File: config.mk
export PLATFORM = sky130hd
export DESIGN_NAME = motor_command_pwm_watchdog_core
export DESIGN_NICKNAME = d
export VERILOG_FILES = /design/src/rtl/mcpw_pkg.sv /design/src/rtl/motor_command_pwm_watchdog_core.sv
export SDC_FILE = /design/constraint.sdc
export NUM_CORES = 1
export LEC_CHECK = 0
export ABC_AREA = 1
export BUFFER_PORTS_ARGS = -buffer_cell sky130_fd_sc_hd__buf_2
export CORE_ASPECT_RATIO = 1.4
export CORE_MARGIN = 3
export CORE_UTILIZATION = 50
export CTS_CLUSTER_SIZE = 24
export DETAILED_ROUTE_END_ITERATION = 10
export GPL_TIMING_DRIVEN = 0
export PLACE_DENSITY = 0.79
export SLEW_MARGIN = 20
export SYNTH_ARGS = -nofsm -noshare
export SYNTH_HDL_FRONTEND = slang
export SYNTH_SLANG_ARGS = --single-unit
File: constraint.sdc
create_clock -name clk -period 6.2 [get_ports clk]
set_input_delay 0.31 -clock clk [delete_from_list [all_inputs] [get_ports clk]]
set_output_delay 0.31 -clock clk [all_outputs]
set_load 0.005 [all_outputs]
File: src/rtl/mcpw_pkg.sv
package mcpw_pkg;

  // Event kinds carried on the input tuser
  typedef enum logic [1:0] {
    FUNC_CMD   = 2'd0,
    FUNC_PWM   = 2'd1,
    FUNC_LIMIT = 2'd2,
    FUNC_WDOG  = 2'd3
  } func_t;

  // Configuration register indexes
  localparam int CFG_INDEX_W = 2;
  localparam int CFG_DATA_W  = 32;

  typedef enum logic [CFG_INDEX_W-1:0] {
    CFG_PWM_PERIOD      = 2'd0,
    CFG_DUTY_STEP       = 2'd1,
    CFG_WATCHDOG_RELOAD = 2'd2
  } cfg_index_t;

  // Field widths
  localparam int PERIOD_W = 7;
  localparam int STEP_W   = 7;
  localparam int DUTY_W   = 9;
  localparam int BRIDGE_W = 4;
  localparam int CODE_W   = 2;
  localparam int BYTE_W   = 8;
  localparam int IN_TDATA_W  = 16;
  localparam int IN_TUSER_W  = 2;
  localparam int OUT_TDATA_W = 8;

  // Reset values
  localparam logic [PERIOD_W-1:0] PWM_PERIOD_RESET = 7'd100;
  localparam logic [STEP_W-1:0]   DUTY_STEP_RESET  = 7'd30;
  localparam longint unsigned     WATCHDOG_RELOAD_RESET = 64'h7A1200;
  localparam int                  WATCHDOG_WIDTH_DEF    = 32;

  // Bridge codes
  localparam logic [CODE_W-1:0]   CODE_RIGHT = 2'b01;
  localparam logic [CODE_W-1:0]   CODE_LEFT  = 2'b10;
  localparam logic [CODE_W-1:0]   CODE_STOP  = 2'b11;
  localparam logic [BRIDGE_W-1:0] BRIDGE_ALL_STOP = 4'hF;

  // Drive level times step, built from shifts and one add
  function automatic logic [DUTY_W-1:0] duty_of(input logic [1:0] lvl,
                                                 input logic [STEP_W-1:0] step);
    logic [DUTY_W-1:0] s1;
    logic [DUTY_W-1:0] s2;
    s1 = lvl[0] ? DUTY_W'(step) : '0;
    s2 = lvl[1] ? (DUTY_W'(step) << 1) : '0;
    return s1 + s2;
  endfunction

endpackage

File: src/rtl/motor_command_pwm_watchdog_core.sv
// A result is registered and appears on m_axis in the cycle after its input transaction.
// Throughput: one event per cycle; s_axis_tready drops only while a result
// waits in the output register and m_axis_tready is low.
// Each event is a single pass through the input decode and the watchdog
// compare/decrement ahead of the result register.
// Reset (rst, synchronous): register defaults, cleared state, full watchdog count.
module motor_command_pwm_watchdog_core #(
  parameter int WATCHDOG_WIDTH = mcpw_pkg::WATCHDOG_WIDTH_DEF
) (
  input  logic                                 clk,
  input  logic                                 rst,
  // Input events
  input  logic                                 s_axis_tvalid,
  output logic                                 s_axis_tready,
  // rx_byte[7:0], rx_has_data[8], limit_bits[10:9], zero fill
  input  logic [mcpw_pkg::IN_TDATA_W-1:0]      s_axis_tdata,
  // func[1:0]
  input  logic [mcpw_pkg::IN_TUSER_W-1:0]      s_axis_tuser,
  // Results
  output logic                                 m_axis_tvalid,
  input  logic                                 m_axis_tready,
  // bridge_bits[3:0], pwm_pin_a[4], pwm_pin_b[5], headlight_on[6], timed_out[7]
  output logic [mcpw_pkg::OUT_TDATA_W-1:0]     m_axis_tdata,
  // Configuration writes
  input  logic                                 cfg_valid,
  output logic                                 cfg_ready,
  input  logic [mcpw_pkg::CFG_INDEX_W-1:0]     cfg_index,
  input  logic [mcpw_pkg::CFG_DATA_W-1:0]      cfg_data
);
  import mcpw_pkg::*;

  localparam logic [WATCHDOG_WIDTH-1:0] WdReset = WATCHDOG_WIDTH'(WATCHDOG_RELOAD_RESET);
  localparam logic [WATCHDOG_WIDTH-1:0] WdOne   = WATCHDOG_WIDTH'(1);

  // Configuration registers
  logic [PERIOD_W-1:0]       pwm_period;
  logic [STEP_W-1:0]         duty_step;
  logic [WATCHDOG_WIDTH-1:0] watchdog_reload;

  // Block state
  logic [BYTE_W-1:0]         last_byte;
  logic                      steer_right_flag;
  logic                      steer_left_flag;
  logic [BRIDGE_W-1:0]       bridge_state;
  logic [DUTY_W-1:0]         duty_a;
  logic [DUTY_W-1:0]         duty_b;
  logic [PERIOD_W-1:0]       pwm_count;
  logic [1:0]                pin_levels;
  logic                      light_state;
  logic [WATCHDOG_WIDTH-1:0] watchdog_count;

  logic [BYTE_W-1:0]         last_byte_next;
  logic                      steer_right_flag_next;
  logic                      steer_left_flag_next;
  logic [BRIDGE_W-1:0]       bridge_state_next;
  logic [DUTY_W-1:0]         duty_a_next;
  logic [DUTY_W-1:0]         duty_b_next;
  logic [PERIOD_W-1:0]       pwm_count_next;
  logic [1:0]                pin_levels_next;
  logic                      light_state_next;
  logic [WATCHDOG_WIDTH-1:0] watchdog_count_next;
  logic                      expired;

  // Input field views
  func_t             func;
  logic [BYTE_W-1:0] rx_byte;
  logic              rx_has_data;
  logic [1:0]        limit_bits;
  logic              accept;

  // Command decode helpers
  logic [BYTE_W-1:0]   cmd_byte;
  logic [CODE_W-1:0]   code1;
  logic [CODE_W-1:0]   code1_locked;
  logic [PERIOD_W:0]   count_inc;

  assign func        = func_t'(s_axis_tuser);
  assign rx_byte     = s_axis_tdata[7:0];
  assign rx_has_data = s_axis_tdata[8];
  assign limit_bits  = s_axis_tdata[10:9];

  // Output register frees the input side when empty or being drained
  assign s_axis_tready = !m_axis_tvalid || m_axis_tready;
  assign accept        = s_axis_tvalid && s_axis_tready;
  assign cfg_ready     = 1'b1;

  // Configuration register file
  always_ff @(posedge clk) begin
    if (rst) begin
      pwm_period      <= PWM_PERIOD_RESET;
      duty_step       <= DUTY_STEP_RESET;
      watchdog_reload <= WdReset;
    end else if (cfg_valid && cfg_ready) begin
      unique case (cfg_index_t'(cfg_index))
        CFG_PWM_PERIOD:      pwm_period      <= cfg_data[PERIOD_W-1:0];
        CFG_DUTY_STEP:       duty_step       <= cfg_data[STEP_W-1:0];
        CFG_WATCHDOG_RELOAD: watchdog_reload <= cfg_data[WATCHDOG_WIDTH-1:0];
        default: ;
      endcase
    end
  end

  // Command byte split with steering lockout on the first bridge code
  assign cmd_byte  = rx_has_data ? rx_byte : last_byte;
  assign code1     = cmd_byte[1:0];
  assign count_inc = {1'b0, pwm_count} + 1'b1;

  always_comb begin
    code1_locked = code1;
    if (code1 == CODE_RIGHT && steer_right_flag) begin
      code1_locked = CODE_STOP;
    end else if (code1 == CODE_LEFT && steer_left_flag) begin
      code1_locked = CODE_STOP;
    end
  end

  // Event handling
  always_comb begin
    last_byte_next        = last_byte;
    steer_right_flag_next = steer_right_flag;
    steer_left_flag_next  = steer_left_flag;
    bridge_state_next     = bridge_state;
    duty_a_next           = duty_a;
    duty_b_next           = duty_b;
    pwm_count_next        = pwm_count;
    pin_levels_next       = pin_levels;
    light_state_next      = light_state;
    watchdog_count_next   = watchdog_count;
    expired               = 1'b0;
    unique case (func)
      FUNC_CMD: begin
        last_byte_next      = cmd_byte;
        bridge_state_next   = {code1_locked, cmd_byte[5:4]};
        duty_a_next         = duty_of(cmd_byte[3:2], duty_step);
        duty_b_next         = duty_of(cmd_byte[7:6], duty_step);
        watchdog_count_next = watchdog_reload;
        light_state_next    = 1'b1;
      end
      FUNC_PWM: begin
        // Wrap past the period; pins follow the new count
        pwm_count_next     = (count_inc > {1'b0, pwm_period}) ? '0
                                                              : count_inc[PERIOD_W-1:0];
        pin_levels_next[0] = DUTY_W'(pwm_count_next) <= duty_a;
        pin_levels_next[1] = DUTY_W'(pwm_count_next) <= duty_b;
      end
      FUNC_LIMIT: begin
        if (limit_bits[1]) begin
          steer_right_flag_next = 1'b0;
          steer_left_flag_next  = 1'b1;
        end else if (limit_bits[0]) begin
          steer_right_flag_next = 1'b1;
          steer_left_flag_next  = 1'b0;
        end else begin
          steer_right_flag_next = 1'b0;
          steer_left_flag_next  = 1'b0;
        end
      end
      FUNC_WDOG: begin
        if (watchdog_count <= WdOne) begin
          expired             = 1'b1;
          watchdog_count_next = watchdog_reload;
          bridge_state_next   = BRIDGE_ALL_STOP;
          duty_a_next         = '0;
          duty_b_next         = '0;
          light_state_next    = 1'b0;
        end else begin
          watchdog_count_next = watchdog_count - WdOne;
        end
      end
      default: ;
    endcase
  end

  // State update on each accepted transaction
  always_ff @(posedge clk) begin
    if (rst) begin
      last_byte        <= '0;
      steer_right_flag <= 1'b0;
      steer_left_flag  <= 1'b0;
      bridge_state     <= '0;
      duty_a           <= '0;
      duty_b           <= '0;
      pwm_count        <= '0;
      pin_levels       <= '0;
      light_state      <= 1'b0;
      watchdog_count   <= WdReset;
    end else if (accept) begin
      last_byte        <= last_byte_next;
      steer_right_flag <= steer_right_flag_next;
      steer_left_flag  <= steer_left_flag_next;
      bridge_state     <= bridge_state_next;
      duty_a           <= duty_a_next;
      duty_b           <= duty_b_next;
      pwm_count        <= pwm_count_next;
      pin_levels       <= pin_levels_next;
      light_state      <= light_state_next;
      watchdog_count   <= watchdog_count_next;
    end
  end

  // Result register
  always_ff @(posedge clk) begin
    if (rst) begin
      m_axis_tvalid <= 1'b0;
    end else if (accept) begin
      m_axis_tvalid <= 1'b1;
    end else if (m_axis_tready) begin
      m_axis_tvalid <= 1'b0;
    end
  end

  always_ff @(posedge clk) begin
    if (accept) begin
      m_axis_tdata <= {expired, light_state_next, pin_levels_next[1], pin_levels_next[0],
                       bridge_state_next};
    end
  end

`ifndef SYNTHESIS
  // An expiry result always shows the motors stopped and the light off
  assert property (@(posedge clk) disable iff (rst)
    m_axis_tvalid && m_axis_tdata[7] |->
      m_axis_tdata[3:0] == BRIDGE_ALL_STOP && !m_axis_tdata[6])
    else $error("timed_out result without full stop");

  // Every accepted transaction leaves a pending result
  assert property (@(posedge clk) disable iff (rst)
    accept |=> m_axis_tvalid)
    else $error("accepted event produced no result");

  // The headlight only comes on through a command
  assert property (@(posedge clk) disable iff (rst)
    $rose(light_state) |-> $past(accept) && $past(func) == FUNC_CMD)
    else $error("headlight turned on without a command");

  // A fresh command byte is latched
  assert property (@(posedge clk) disable iff (rst)
    accept && func == FUNC_CMD && rx_has_data |=> last_byte == $past(rx_byte))
    else $error("command byte not latched");
`endif

endmodule

* Word-level counts from Yosys, hierarchy flattened *
Index checks and enable logic that the tools add are counted.

cells by class
  multiplexer cells = 24
  $mul = 0
  add/sub/neg operators = 4
  $lt $le $gt $ge = 4
  equal/unequal tests = 8
  reductions and logical operators = 17
  divide/modulo/power cells = 0
  shifts and indexed selects = 0
  bitwise logic cells = 0

operator list
  operator                                                                           count
  32-bit case mux with 2 select lines                                                1
  9-bit case mux with 2 select lines                                                 2
  32-bit by 1-bit less-or-equal comparator with 1-bit output, second input constant  1
  32-bit 2-to-1 mux                                                                  1
  32-bit by 1-bit subtractor with 32-bit output, second input constant               1
  8-bit 2-to-1 mux                                                                   3
  7-bit 2-to-1 mux                                                                   3
  7-bit by 8-bit adder with 9-bit output                                             2
  7-bit by 9-bit less-or-equal comparator with 1-bit output                          2
  2-bit AND reduction                                                                7
  9-bit 2-to-1 mux                                                                   1
  7-bit by 1-bit adder with 8-bit output, second input constant                      1
  2-bit == test, second input constant                                               4
  8-bit by 7-bit > comparator with 1-bit output                                      1
  4-bit case mux with 2 select lines                                                 1
  1-bit 2-to-1 mux                                                                   7
  2-bit by 1-bit == test with 1-bit output, second input constant                    3
  2-bit 2-to-1 mux                                                                   3
  2-bit logical NOT                                                                  2
  4-bit 2-to-1 mux                                                                   1
  2-bit nonzero test                                                                 2
  1-bit logical AND                                                                  3
  3-bit AND reduction                                                                1
  2-bit inequality test, second input constant                                       1
  other kinds (3)                                                                    3

storage, ports and cells
  latch bits = 0
  word-level logic and storage cells = 73
  output and inout port bits = 11
  register bits = 129
  RAM bits = 0
  input port bits = 57
  ROM bits = 0
  memories = 0

* Depth between registers and ports, before layout *
Gate-level depths: netlist of the first run.

  word-level depth = 6
  depth in mapped cells = 23
  depth with buffers taken out = 23

* Least setup slack after synthesis of the first run *
No wires, ideal clock.

  path kind = flip-flop to flip-flop
  start point = register pwm_count[0]
  end point = register m_axis_tdata[4] (netlist name), data pin
  data required time = 5.946 ns
  path slack = 3.378 ns
  arrival = 2.568 ns
  period minus slack after synthesis = 2.822 ns
  stages on the path, launching flop included = 19
  path through = dfxtp_1 ha_1 nand2_1 inv_1 nand4_1 xnor2_1 ha_1 and3_1 nand4_1 nand2_1 nand3_1 inv_1 ha_1 nand2_1 o21ai_0 a21boi_0 o21ai_0 nand3_1 o21a_1

between the ends
  word-level cells in the longest chain between the ends = 5

RTL lines
  element                                                        line                                    RTL
  from (decl)                                                    motor_command_pwm_watchdog_core.sv:47   logic [PERIOD_W-1:0] pwm_count;
  from (signal assigned)                                         motor_command_pwm_watchdog_core.sv:194  pwm_count <= pwm_count_next;
  7-bit by 1-bit adder with 8-bit output (*)                     motor_command_pwm_watchdog_core.sv:106  assign count_inc = {1'b0, pwm_count} + 1'b1;
  8-bit by 7-bit > comparator with 1-bit output                  motor_command_pwm_watchdog_core.sv:141  pwm_count_next = (count_inc > {1'b0, pwm_period}) ? '0
  7-bit 2-to-1 mux (*)                                           motor_command_pwm_watchdog_core.sv:141
  7-bit by 9-bit less-or-equal comparator with 1-bit output (*)  motor_command_pwm_watchdog_core.sv:143  pin_levels_next[0] = DUTY_W'(pwm_count_next) <= duty_a;
  2-bit 2-to-1 mux (*)                                           motor_command_pwm_watchdog_core.sv:130  unique case (func)
  named net pin_levels_next[0]                                   motor_command_pwm_watchdog_core.sv:59   logic [1:0] pin_levels_next;
  to (signal assigned)                                           motor_command_pwm_watchdog_core.sv:214  m_axis_tdata <= {expired, light_state_next, pin_levels_next[1], pin_levels_next[0],
  to (decl)                                                      motor_command_pwm_watchdog_core.sv:23   output logic [mcpw_pkg::OUT_TDATA_W-1:0] m_axis_tdata,

The timed path passes the listed nets; every way through them passes the cells marked *.
A chain may end at the register's enable or synchronous reset.

* Worst setup path in the final report of the first run *
Same ends and word-level chain as after synthesis.

==> results of run 1 <==
-- cells in the final DEF, fill, tap and decap left out, types with 4 or more instances in the layout --
cell type  synthesis  routed
nand3b_1           6       6
a21oi_1          122     122
nor3_1             8       8
nand2_1          233     233
or2_2              7       7
o21ai_0           80      80
dfxtp_1          121     121
buf_2              3      63
nor2_4             5       5
nand3_1           60      60
nor2_2             4       4
xnor2_1            8       8
nand2_2            8       8
clkbuf_8           1       4
xor2_1             5       5
clkbuf_16          0      17
nand4_1           22      22
o211ai_1          16      16
clkbuf_1          28      30
edfxtp_1           8       8
nor2_1           124     124
ha_1              40      40
o21bai_1           5       5
inv_1            135     135
-- cell families (layout without fill, tap and decap cells) --
group	Yosys count	after routing	share of synthesized area
buffers and inverters	179	270	0.09821
XOR/XNOR	13	13	0.01510
AO/OA/AOI/OAI	244	244	0.1770
AND/OR/NAND/NOR	485	485	0.2832
multiplexers	1	1	0.001327
other	1	1	0.0004972
adder cells (fa/ha/maj)	42	42	0.07167
flip-flops	129	129	0.3530
-- worst min path at each step --
stage                                   start                               end  slack (ps)  cells past startpoint
floorplan                        cfg_data[12]  watchdog_reload[12]$_SDFFE_PP1P_         420                      2
global placement    last_byte[4]$_SDFFE_PP0P_         last_byte[4]$_SDFFE_PP0P_         440                      2
detailed placement  last_byte[4]$_SDFFE_PP0P_         last_byte[4]$_SDFFE_PP0P_         440                      2
CTS                              cfg_data[12]  watchdog_reload[12]$_SDFFE_PP1P_          90                      3
global route                     cfg_data[19]  watchdog_reload[19]$_SDFFE_PP1P_         100                      3
finish                           cfg_data[21]  watchdog_reload[21]$_SDFFE_PP1P_         100                      3
-- power by group --
part           internal [W]  leakage [nW]  switching [W]  total [W]
combinational      0.000141          2.57       0.000259   0.000401
sequential         0.000885          1.07      0.0000318   0.000917
clock              0.000661         0.288       0.000371    0.00103
total               0.00169          3.93       0.000662    0.00235
-- critical path: stages (launching register included) --
cell	delay (ps)
dfxtp_1	390
ha_1	210
nand2_1	60
inv_1	80
nand4_1	100
xnor2_1	210
ha_1	280
and3_1	200
nand4_1	70
nand2_1	150
nand3_1	150
inv_1	80
ha_1	310
nand2_1	50
o21ai_0	140
a21boi_0	90
o21ai_0	210
nand3_1	130
o21a_1	130
-- through the flow --
stage	power, W	area (um^2)
2_1_floorplan	0.001209	7542
3_3_place_gp	0.001318	8079
3_5_place_dp	0.001326	8079
4_1_cts	0.002349	8685
5_1_grt	0.002443	8685
6_report	0.002349	8685
-- layer usage --
metal  wire, um  share of wire
met1       8323           0.38
met3        940          0.043
met2      11420           0.52
met4       1108          0.051
met5          0              0
-- state kept, by name, indices dropped and copies added (netlist names) --
register          count
steer_left_flag       1
bridge_state          4
m_axis_tvalid         1
light_state           1
last_byte             8
watchdog_reload      32
pwm_period            7
duty_step             7
duty_a                9
pin_levels            2
m_axis_tdata          8
duty_b                9
watchdog_count       32
pwm_count             7
steer_right_flag      1
-- final cells by class --
type / instances / area (um^2) / area share
plain buffers: 39 / 215.2 / 0.02478
clock buffers: 22 / 474.2 / 0.05460
clock inverters: 9 / 131.4 / 0.01513
inverters: 140 / 525.5 / 0.06051
multi-input cells: 786 / 4139 / 0.4766
flip-flops and latches: 129 / 2663 / 0.3066
well taps: 189 / 236.5 / 0.02723
repair buffers: 60 / 300.3 / 0.03458
==> impl_metrics.env, run 1 <==
export IMPL_status="finished clean"
export IMPL_rrSetupSlack_ps=2930
export IMPL_die_y_um=151.3
export IMPL_coreArea_um2=14640
export IMPL_synth_edff_count=8
export IMPL_setup_worst_path_end="m_axis_tdata[4]$_DFFE_PP_"
export IMPL_reg2reg_depth=18
export IMPL_portBuffers=60
export IMPL_synth_fp_nets=1193
export IMPL_power_density_nw_per_um2=270.5
export IMPL_setup_viol=0
export IMPL_endpoint_kind="register"
export IMPL_grt_busiest_layer="met2"
export IMPL_grt_pass1_wl_mm=34.37
export IMPL_post_place_ws_ps=2971
export IMPL_drc_errors=0
export IMPL_ys_ff_latch=129
export IMPL_maxSlewHeadroom=0.4494
export IMPL_fillers=1387
export IMPL_syn_area_um2=7542
export IMPL_std_cell_rows=52
export IMPL_synth_cell_types=50
export IMPL_tightest_slew_ps=819.6
export IMPL_cts_root_buf="clkbuf_16"
export IMPL_setup_worst_path_start="pwm_count[0]$_SDFFE_PP0P_"
export IMPL_die_area_um2=16610
export IMPL_synthArstFlopShare=0
export IMPL_use_met3=0.04776
export IMPL_crit_arrival_ps=3450
export IMPL_critPathKind="reg2reg"
export IMPL_cp_start_kind="register"
export IMPL_drv_slew=0
export IMPL_holdWs_ps=99.19
export IMPL_grtUsageTotal=0.2682
export IMPL_synth_top_area_frac=0.3212
export IMPL_grt_pass1_vias=7225
export IMPL_wire_per_inst_um=15.86
export IMPL_min_period_ps=3272
export IMPL_drt_pass1_iter_count=5
export IMPL_syn_avg_cell_area_um2=6.894
export IMPL_via_count=7530
export IMPL_postCtsResizedCells=0
export IMPL_path_clk_slew_ps=60
export IMPL_cp_required_ps=6380
export IMPL_io_pins=68
export IMPL_fin_skew_ps=8.244
export IMPL_hold_buffers=0
export IMPL_ir_drop_v=0.0001764
export IMPL_fmax_mhz=305.7
export IMPL_cts_tree="done"
export IMPL_setup_ws_ps=2928
export IMPL_cts_sinks=129
export IMPL_worst_skew_pair_late_latency_ps=420
export IMPL_yosysWarnings=0
export IMPL_final_util=0.5932
export IMPL_hold_viol=0
export IMPL_diodes=0
export IMPL_start_util=0.5152
export IMPL_cts_setup_buffers=0
export IMPL_cts_buffers_inserted=17
export IMPL_yosysMostFrequentCell="nand2_1"
export IMPL_synth_area_top_cells="dfxtp_1, nand2_1, a21oi_1, inv_1, ha_1"
export IMPL_hold_class="in2reg"
export IMPL_gp_congestion=0.9772
export IMPL_placed_cells=1343
export IMPL_vias_per_cell=5.480
export IMPL_max_clock_path_buffers=2
export IMPL_stdcell_count=1374
export IMPL_grt_antenna_before_repair=0
export IMPL_use_met1=0.2866
export IMPL_power_leakage_nw=3.928
export IMPL_synthToLayoutAreaGrowth_pct=15.15
export IMPL_nets=1272
export IMPL_ant_nets=0
export IMPL_wirelength_mm=21.79
export IMPL_synthCells=1094
export IMPL_fp_dieW_um=109.8
export IMPL_hpwl_mm=16.47
export IMPL_ys_flop_type="dfxtp_1"
export IMPL_synth_commonest_cells="nand2_1, inv_1, nor2_1"
export IMPL_crit_fanout=7
export IMPL_finalSetupTns_ps=0
export IMPL_max_cap_violations=0
export IMPL_h_tree_depth=4
export IMPL_grt_max_degree=18
export IMPL_layout_drive_gt1_share=0.1148
export IMPL_reg2reg_from="pwm_count[0]$_SDFFE_PP0P_"
export IMPL_use_met2=0.4827
export IMPL_gr_total_overflow=0
export IMPL_grt_setup_unrepaired="no"
export IMPL_yosys_area_top_type="dfxtp_1"
export IMPL_r2r_end="m_axis_tdata[4]$_DFFE_PP_"
export IMPL_min_period_over_period=0.5277
export IMPL_drt_iter0_markers=386
export IMPL_seq_area_frac_synth=0.3530
No activity file was read; power rests on OpenSTA's default activity.
==> run 2: changes to the inputs <==
PLACE_DENSITY = 0.82   (was 0.79)
clock period = 2.9 ns   (was 6.2 ns; I/O delays follow)
==> impl_metrics.env, run 2 (same netlist as run 1, synthesis figures left out) <==
export IMPL_fin_total_pwr_w=0.005374
export IMPL_final_common_cell="nand2_1"
export IMPL_cp_start_kind="register"
export IMPL_maxSlewHeadroom=0.5152
export IMPL_wire_per_inst_um=16.74
export IMPL_switching_share=0.2759
export IMPL_ir_drop_v=0.0004185
export IMPL_hpwl_mm=16.70
export IMPL_cp_required_ps=3270
export IMPL_grt_antenna_before_repair=0
export IMPL_via_count=7747
export IMPL_use_met2=0.5276
export IMPL_tightest_slew_ps=721.6
export IMPL_drv_slew=0
export IMPL_min_path_cells=3
export IMPL_setup_ws_ps=-249.7
export IMPL_wirelength_mm=23.32
export IMPL_portBuffers=60
export IMPL_holdWs_ps=2.415
export IMPL_grt_pass1_vias=7606
export IMPL_crit_fanout=7
export IMPL_fp_dieW_um=109.8
export IMPL_holdPathEnd="watchdog_reload[25]$_SDFFE_PP0P_"
export IMPL_path_clk_slew_ps=60
export IMPL_min_period_ps=3150
export IMPL_reg2reg_depth=24
export IMPL_reg2reg_from="pwm_count[0]$_SDFFE_PP0P_"
export IMPL_largestRegisters="watchdog_count (32), watchdog_reload (32)"
export IMPL_std_cell_rows=52
export IMPL_cts_buffers_inserted=17
export IMPL_r2r_end="pin_levels[1]$_SDFFE_PP0P_"
export IMPL_h_tree_depth=4
export IMPL_gr_total_overflow=0
export IMPL_drt_pass1_iter_count=5
export IMPL_critPathKind="reg2reg"
export IMPL_cts_root_buf="clkbuf_16"
export IMPL_layout_drive_gt1_share=0.1470
export IMPL_fmax_mhz=317.5
export IMPL_io_pins=68
export IMPL_cts_sinks=129
export IMPL_grt_pass1_wl_mm=37.12
export IMPL_cts_tree="done"
export IMPL_worst_skew_pair_late_latency_ps=430
export IMPL_power_switching_w=0.001483
export IMPL_grt_max_degree=18
export IMPL_pwr_share_seq=0.365
export IMPL_power_leakage_nw=4.061
export IMPL_vias_per_cell=5.561
export IMPL_drt_iter0_markers=393
export IMPL_power_density_nw_per_um2=590.3
export IMPL_area_sequential_um2=2671
export IMPL_endpoint_kind="register"
export IMPL_p_int_w=0.003892
export IMPL_coreArea_um2=14640
export IMPL_die_y_um=151.3
export IMPL_rrSetupSlack_ps=-250
export IMPL_gp_congestion=0.9642
export IMPL_comb_power_share=0.171
export IMPL_crit_arrival_ps=3520
export IMPL_p_clk_frac=0.463
export IMPL_min_period_over_period=1.086
export IMPL_fillers=1326
export IMPL_die_area_um2=16610
export IMPL_nets=1291
export IMPL_hp_start="cfg_data[25]"
export IMPL_grtUsageTotal=0.2910
export IMPL_setup_viol=4
export IMPL_hold_viol=0
export IMPL_start_util=0.5152
export IMPL_use_met1=0.3033
export IMPL_diodes=0
export IMPL_violations="negative setup slack"
export IMPL_max_cap_violations=0
export IMPL_final_cell_mix="nand2_1, inv_1, nor2_1, a21oi_1, dfxtp_1"
export IMPL_fin_skew_ps=7.356
export IMPL_post_place_ws_ps=-515.3
export IMPL_hold_class="in2reg"
export IMPL_grt_busiest_layer="met2"
export IMPL_grt_setup_unrepaired="yes"
export IMPL_synthToLayoutAreaGrowth_pct=20.72
export IMPL_max_clock_path_buffers=2
export IMPL_status="finished, violations left"
export IMPL_multi_input_area_um2=4295
export IMPL_final_util=0.6220
export IMPL_ant_nets=0
export IMPL_drc_errors=0
export IMPL_use_met3=0.05288
-- run 2: timing repair --
action	CTS	global route
pin swaps	14	14
hold buffers	13	0
resized for setup	31	15
setup endpoints to repair	4	4
buffers inserted	5	1
gates cloned	0	0
hold endpoints to repair	13	0
-- run 2: final cells by class --
cell class                      count  share of cell area
Multi-Input combinational cell    786              0.4718
Sequential cell                   129              0.2934
Inverter                          140             0.05827
Clock buffer                       23             0.05593
Timing Repair Buffer               79             0.05222
Tap cell                          189             0.02597
Buffer                             39             0.02364
Clock inverter                      8             0.01883
-- run 2: power by group through the flow --
stage,clock network [W],logic (W),registers [W]
floorplan,0,0.000606,0.00198
global placement,0,0.000825,0.00199
detailed placement,0,0.000845,0.00200
finish,0.00249,0.000921,0.00196
CTS,0.00248,0.000888,0.00196
global route,0.00257,0.00103,0.00197
-- run 2: through the flow --
stage | std cells | cell area (um^2) | TNS [ps]
3_3_place_gp | 1343 | 8079 | -1035
5_1_grt | 1393 | 9105 | -1538
6_report | 1393 | 9105 | -792.6
2_1_floorplan | 1094 | 7542 | 0
3_5_place_dp | 1343 | 8079 | -1570
4_1_cts | 1392 | 9041 | -222.8
-- run 2: worst max-delay path, cell delays in order, from the launching register on --
cell and delay, ps:
dfxtp_4 370, ha_4 170, nand2_2 70, inv_2 50, buf_4 120, buf_4 130, nor2_2 220, ha_1 290
nand2_1 80, o21ai_0 110, nand2_2 80, nand2_2 60, nand2_4 130, nand3_4 110, inv_4 110, ha_4 200
a21oi_2 140, o21ai_1 70, nand2_1 60, nand2_1 40, nand2_1 60, nand3b_1 130, nand3_1 120, o211ai_1 100
inv_1 80
-- run 2: routing by layer --
layer / wire [um] / up-vias
li1: - / 3783
met1: 8385 / 3607
met2: 12280 / 266
met3: 1205 / 91
met4: 1448 / 0
met5: 0 / -
-- run 2: worst max-delay path by stage --
stage	end	slack, ps	from	depth (start not counted)
2_1_floorplan	m_axis_tdata[4]$_DFFE_PP_	80	pwm_count[0]$_SDFFE_PP0P_	18
3_3_place_gp	m_axis_tdata[4]$_DFFE_PP_	-370	pwm_count[0]$_SDFFE_PP0P_	18
3_5_place_dp	m_axis_tdata[4]$_DFFE_PP_	-520	pwm_count[0]$_SDFFE_PP0P_	18
6_report	pin_levels[1]$_SDFFE_PP0P_	-250	pwm_count[0]$_SDFFE_PP0P_	24
5_1_grt	pin_levels[1]$_SDFFE_PP0P_	-490	pwm_count[0]$_SDFFE_PP0P_	22
4_1_cts	m_axis_tdata[4]$_DFFE_PP_	-100	pwm_count[1]$_SDFFE_PP0P_	19
==> run 3: changes to the inputs <==
CORE_MARGIN = default   (was 3)
CORE_UTILIZATION = 54   (was 50)
PLACE_DENSITY = 0.8   (was 0.82)
==> impl_metrics.env, run 3 (same netlist as run 1, synthesis figures left out) <==
export IMPL_cp_start_kind="register"
export IMPL_power_switching_w=0.001468
export IMPL_final_common_cell="nand2_1"
export IMPL_cts_buffers_inserted=17
export IMPL_power_leakage_nw=4.042
export IMPL_setup_viol=4
export IMPL_nets=1294
export IMPL_min_period_ps=3077
export IMPL_grt_pass1_wl_mm=35.75
export IMPL_gr_total_overflow=0
export IMPL_comb_power_share=0.180
export IMPL_violations="negative hold slack, negative setup slack"
export IMPL_tightest_slew_ps=965.8
export IMPL_fmax_mhz=325.0
export IMPL_max_clock_path_buffers=2
export IMPL_io_pins=68
export IMPL_post_place_ws_ps=-346.7
export IMPL_hpwl_mm=16.50
export IMPL_portBuffers=60
export IMPL_grtUsageTotal=0.3271
export IMPL_die_area_um2=14450
export IMPL_switching_share=0.2858
export IMPL_die_y_um=141.8
export IMPL_setup_ws_ps=-176.7
export IMPL_status="finished, violations left"
export IMPL_maxSlewHeadroom=0.3512
export IMPL_min_period_over_period=1.061
export IMPL_place_area_um2=8070
export IMPL_ir_drop_v=0.0003722
export IMPL_synthToLayoutAreaGrowth_pct=20.40
export IMPL_drt_pass1_iter_count=5
export IMPL_fillers=1204
export IMPL_max_cap_violations=0
export IMPL_grt_antenna_before_repair=0
export IMPL_diodes=0
export IMPL_critPathKind="reg2reg"
export IMPL_final_area_um2=9081
export IMPL_coreArea_um2=13510
export IMPL_grt_setup_unrepaired="yes"
export IMPL_wirelength_mm=23.11
export IMPL_grt_max_degree=18
export IMPL_endpoint_kind="register"
export IMPL_cp_required_ps=3270
export IMPL_drv_slew=0
export IMPL_h_tree_depth=4
export IMPL_std_cell_rows=50
export IMPL_hold_class="in2reg"
export IMPL_grt_pass1_vias=7480
export IMPL_drt_iter0_markers=508
export IMPL_path_clk_slew_ps=60
export IMPL_p_clk_frac=0.438
export IMPL_fp_dieW_um=101.9
export IMPL_p_int_w=0.003670
export IMPL_fin_skew_ps=7.640
export IMPL_ant_nets=0
export IMPL_vias_per_cell=5.658
export IMPL_start_util=0.5581
export IMPL_largestRegisters="watchdog_count (32), watchdog_reload (32)"
export IMPL_pwr_share_seq=0.382
export IMPL_crit_fanout=6
export IMPL_hold_viol=1
export IMPL_crit_arrival_ps=3450
export IMPL_cts_tree="done"
export IMPL_holdWs_ps=-1.718
export IMPL_final_util=0.6720
export IMPL_cts_root_buf="clkbuf_16"
export IMPL_via_count=7859
export IMPL_layout_drive_gt1_share=0.1425
export IMPL_cts_sinks=129
export IMPL_gp_congestion=0.9498
export IMPL_drc_errors=0
export IMPL_final_cell_mix="nand2_1, inv_1, nor2_1, a21oi_1, dfxtp_1"
export IMPL_wire_per_inst_um=16.64
export IMPL_worst_skew_pair_late_latency_ps=430
export IMPL_power_density_nw_per_um2=565.8
export IMPL_fin_total_pwr_w=0.005138
## run 3: timing repair
action / CTS / global route
hold buffers: 16 / 0
setup endpoints to repair: 4 / 4
pin swaps: 12 / 17
buffers inserted: 5 / 1
resized for setup: 26 / 19
endpoints found under the hold margin: 15 / 0
## run 3: worst max-delay path, cell delays in order (launching register included)
cell and delay, ps:
dfxtp_4 370, ha_4 140, nand2_2 50, inv_2 60, nand4_1 140, xnor2_2 180
ha_1 320, and3_4 200, nand4_1 140, nand2_4 180, nand3_2 90, inv_1 130
ha_1 260, a21oi_1 180, nand2_1 80, nand2_1 70, nand3b_1 100, nand3_1 110
o211ai_1 130, inv_1 100
## run 3: path summary, 6_finish.rpt
check	startpoint	to	slack [ps]	depth (start not counted)
max	pwm_count[0]$_SDFFE_PP0P_	pin_levels[1]$_SDFFE_PP0P_	-180	19
min	cfg_data[30]	watchdog_reload[30]$_SDFFE_PP0P_	-2	3
max reg2reg	pwm_count[0]$_SDFFE_PP0P_	pin_levels[1]$_SDFFE_PP0P_	-180	19
min reg2reg	watchdog_reload[23]$_SDFFE_PP0P_	watchdog_reload[23]$_SDFFE_PP0P_	450	2
## run 3: power by group through the flow
stage	clock (W)	sequential [W]	combinational, W
5_1_grt	0.00234	0.00197	0.00101
2_1_floorplan	0	0.00198	0.000606
4_1_cts	0.00225	0.00196	0.000883
6_report	0.00225	0.00196	0.000923
3_3_place_gp	0	0.00199	0.000827
3_5_place_dp	0	0.00200	0.000842
## run 3: layout make-up
| cell class | count | area, um^2 | share of cell area |
|---|---|---|---|
| repair buffers | 82 | 509.2 | 0.05608 |
| inverters | 140 | 530.5 | 0.05842 |
| clock inverters | 9 | 128.9 | 0.01419 |
| plain buffers | 39 | 215.2 | 0.02370 |
| multi-input cells | 786 | 4310 | 0.4746 |
| clock buffers | 22 | 485.5 | 0.05346 |
| flip-flops and latches | 129 | 2674 | 0.2944 |
| well taps | 182 | 227.7 | 0.02508 |
## run 3: layer usage
metal  vias to the layer above  GRT usage  wire [um]
met1                      3692     0.3382       8410
met5                         -          0          0
met4                         0     0.2030       1254
li1                       3803          -          -
met2                       285     0.6021      12310
met3                        79    0.05369       1140
## run 3: per-stage QoR
step                instances  setup TNS (ps)
floorplan                1094               0
global placement         1336          -779.5
detailed placement       1336          -944.1
CTS                      1388          -159.3
global route             1389           -1043
finish                   1389          -519.5
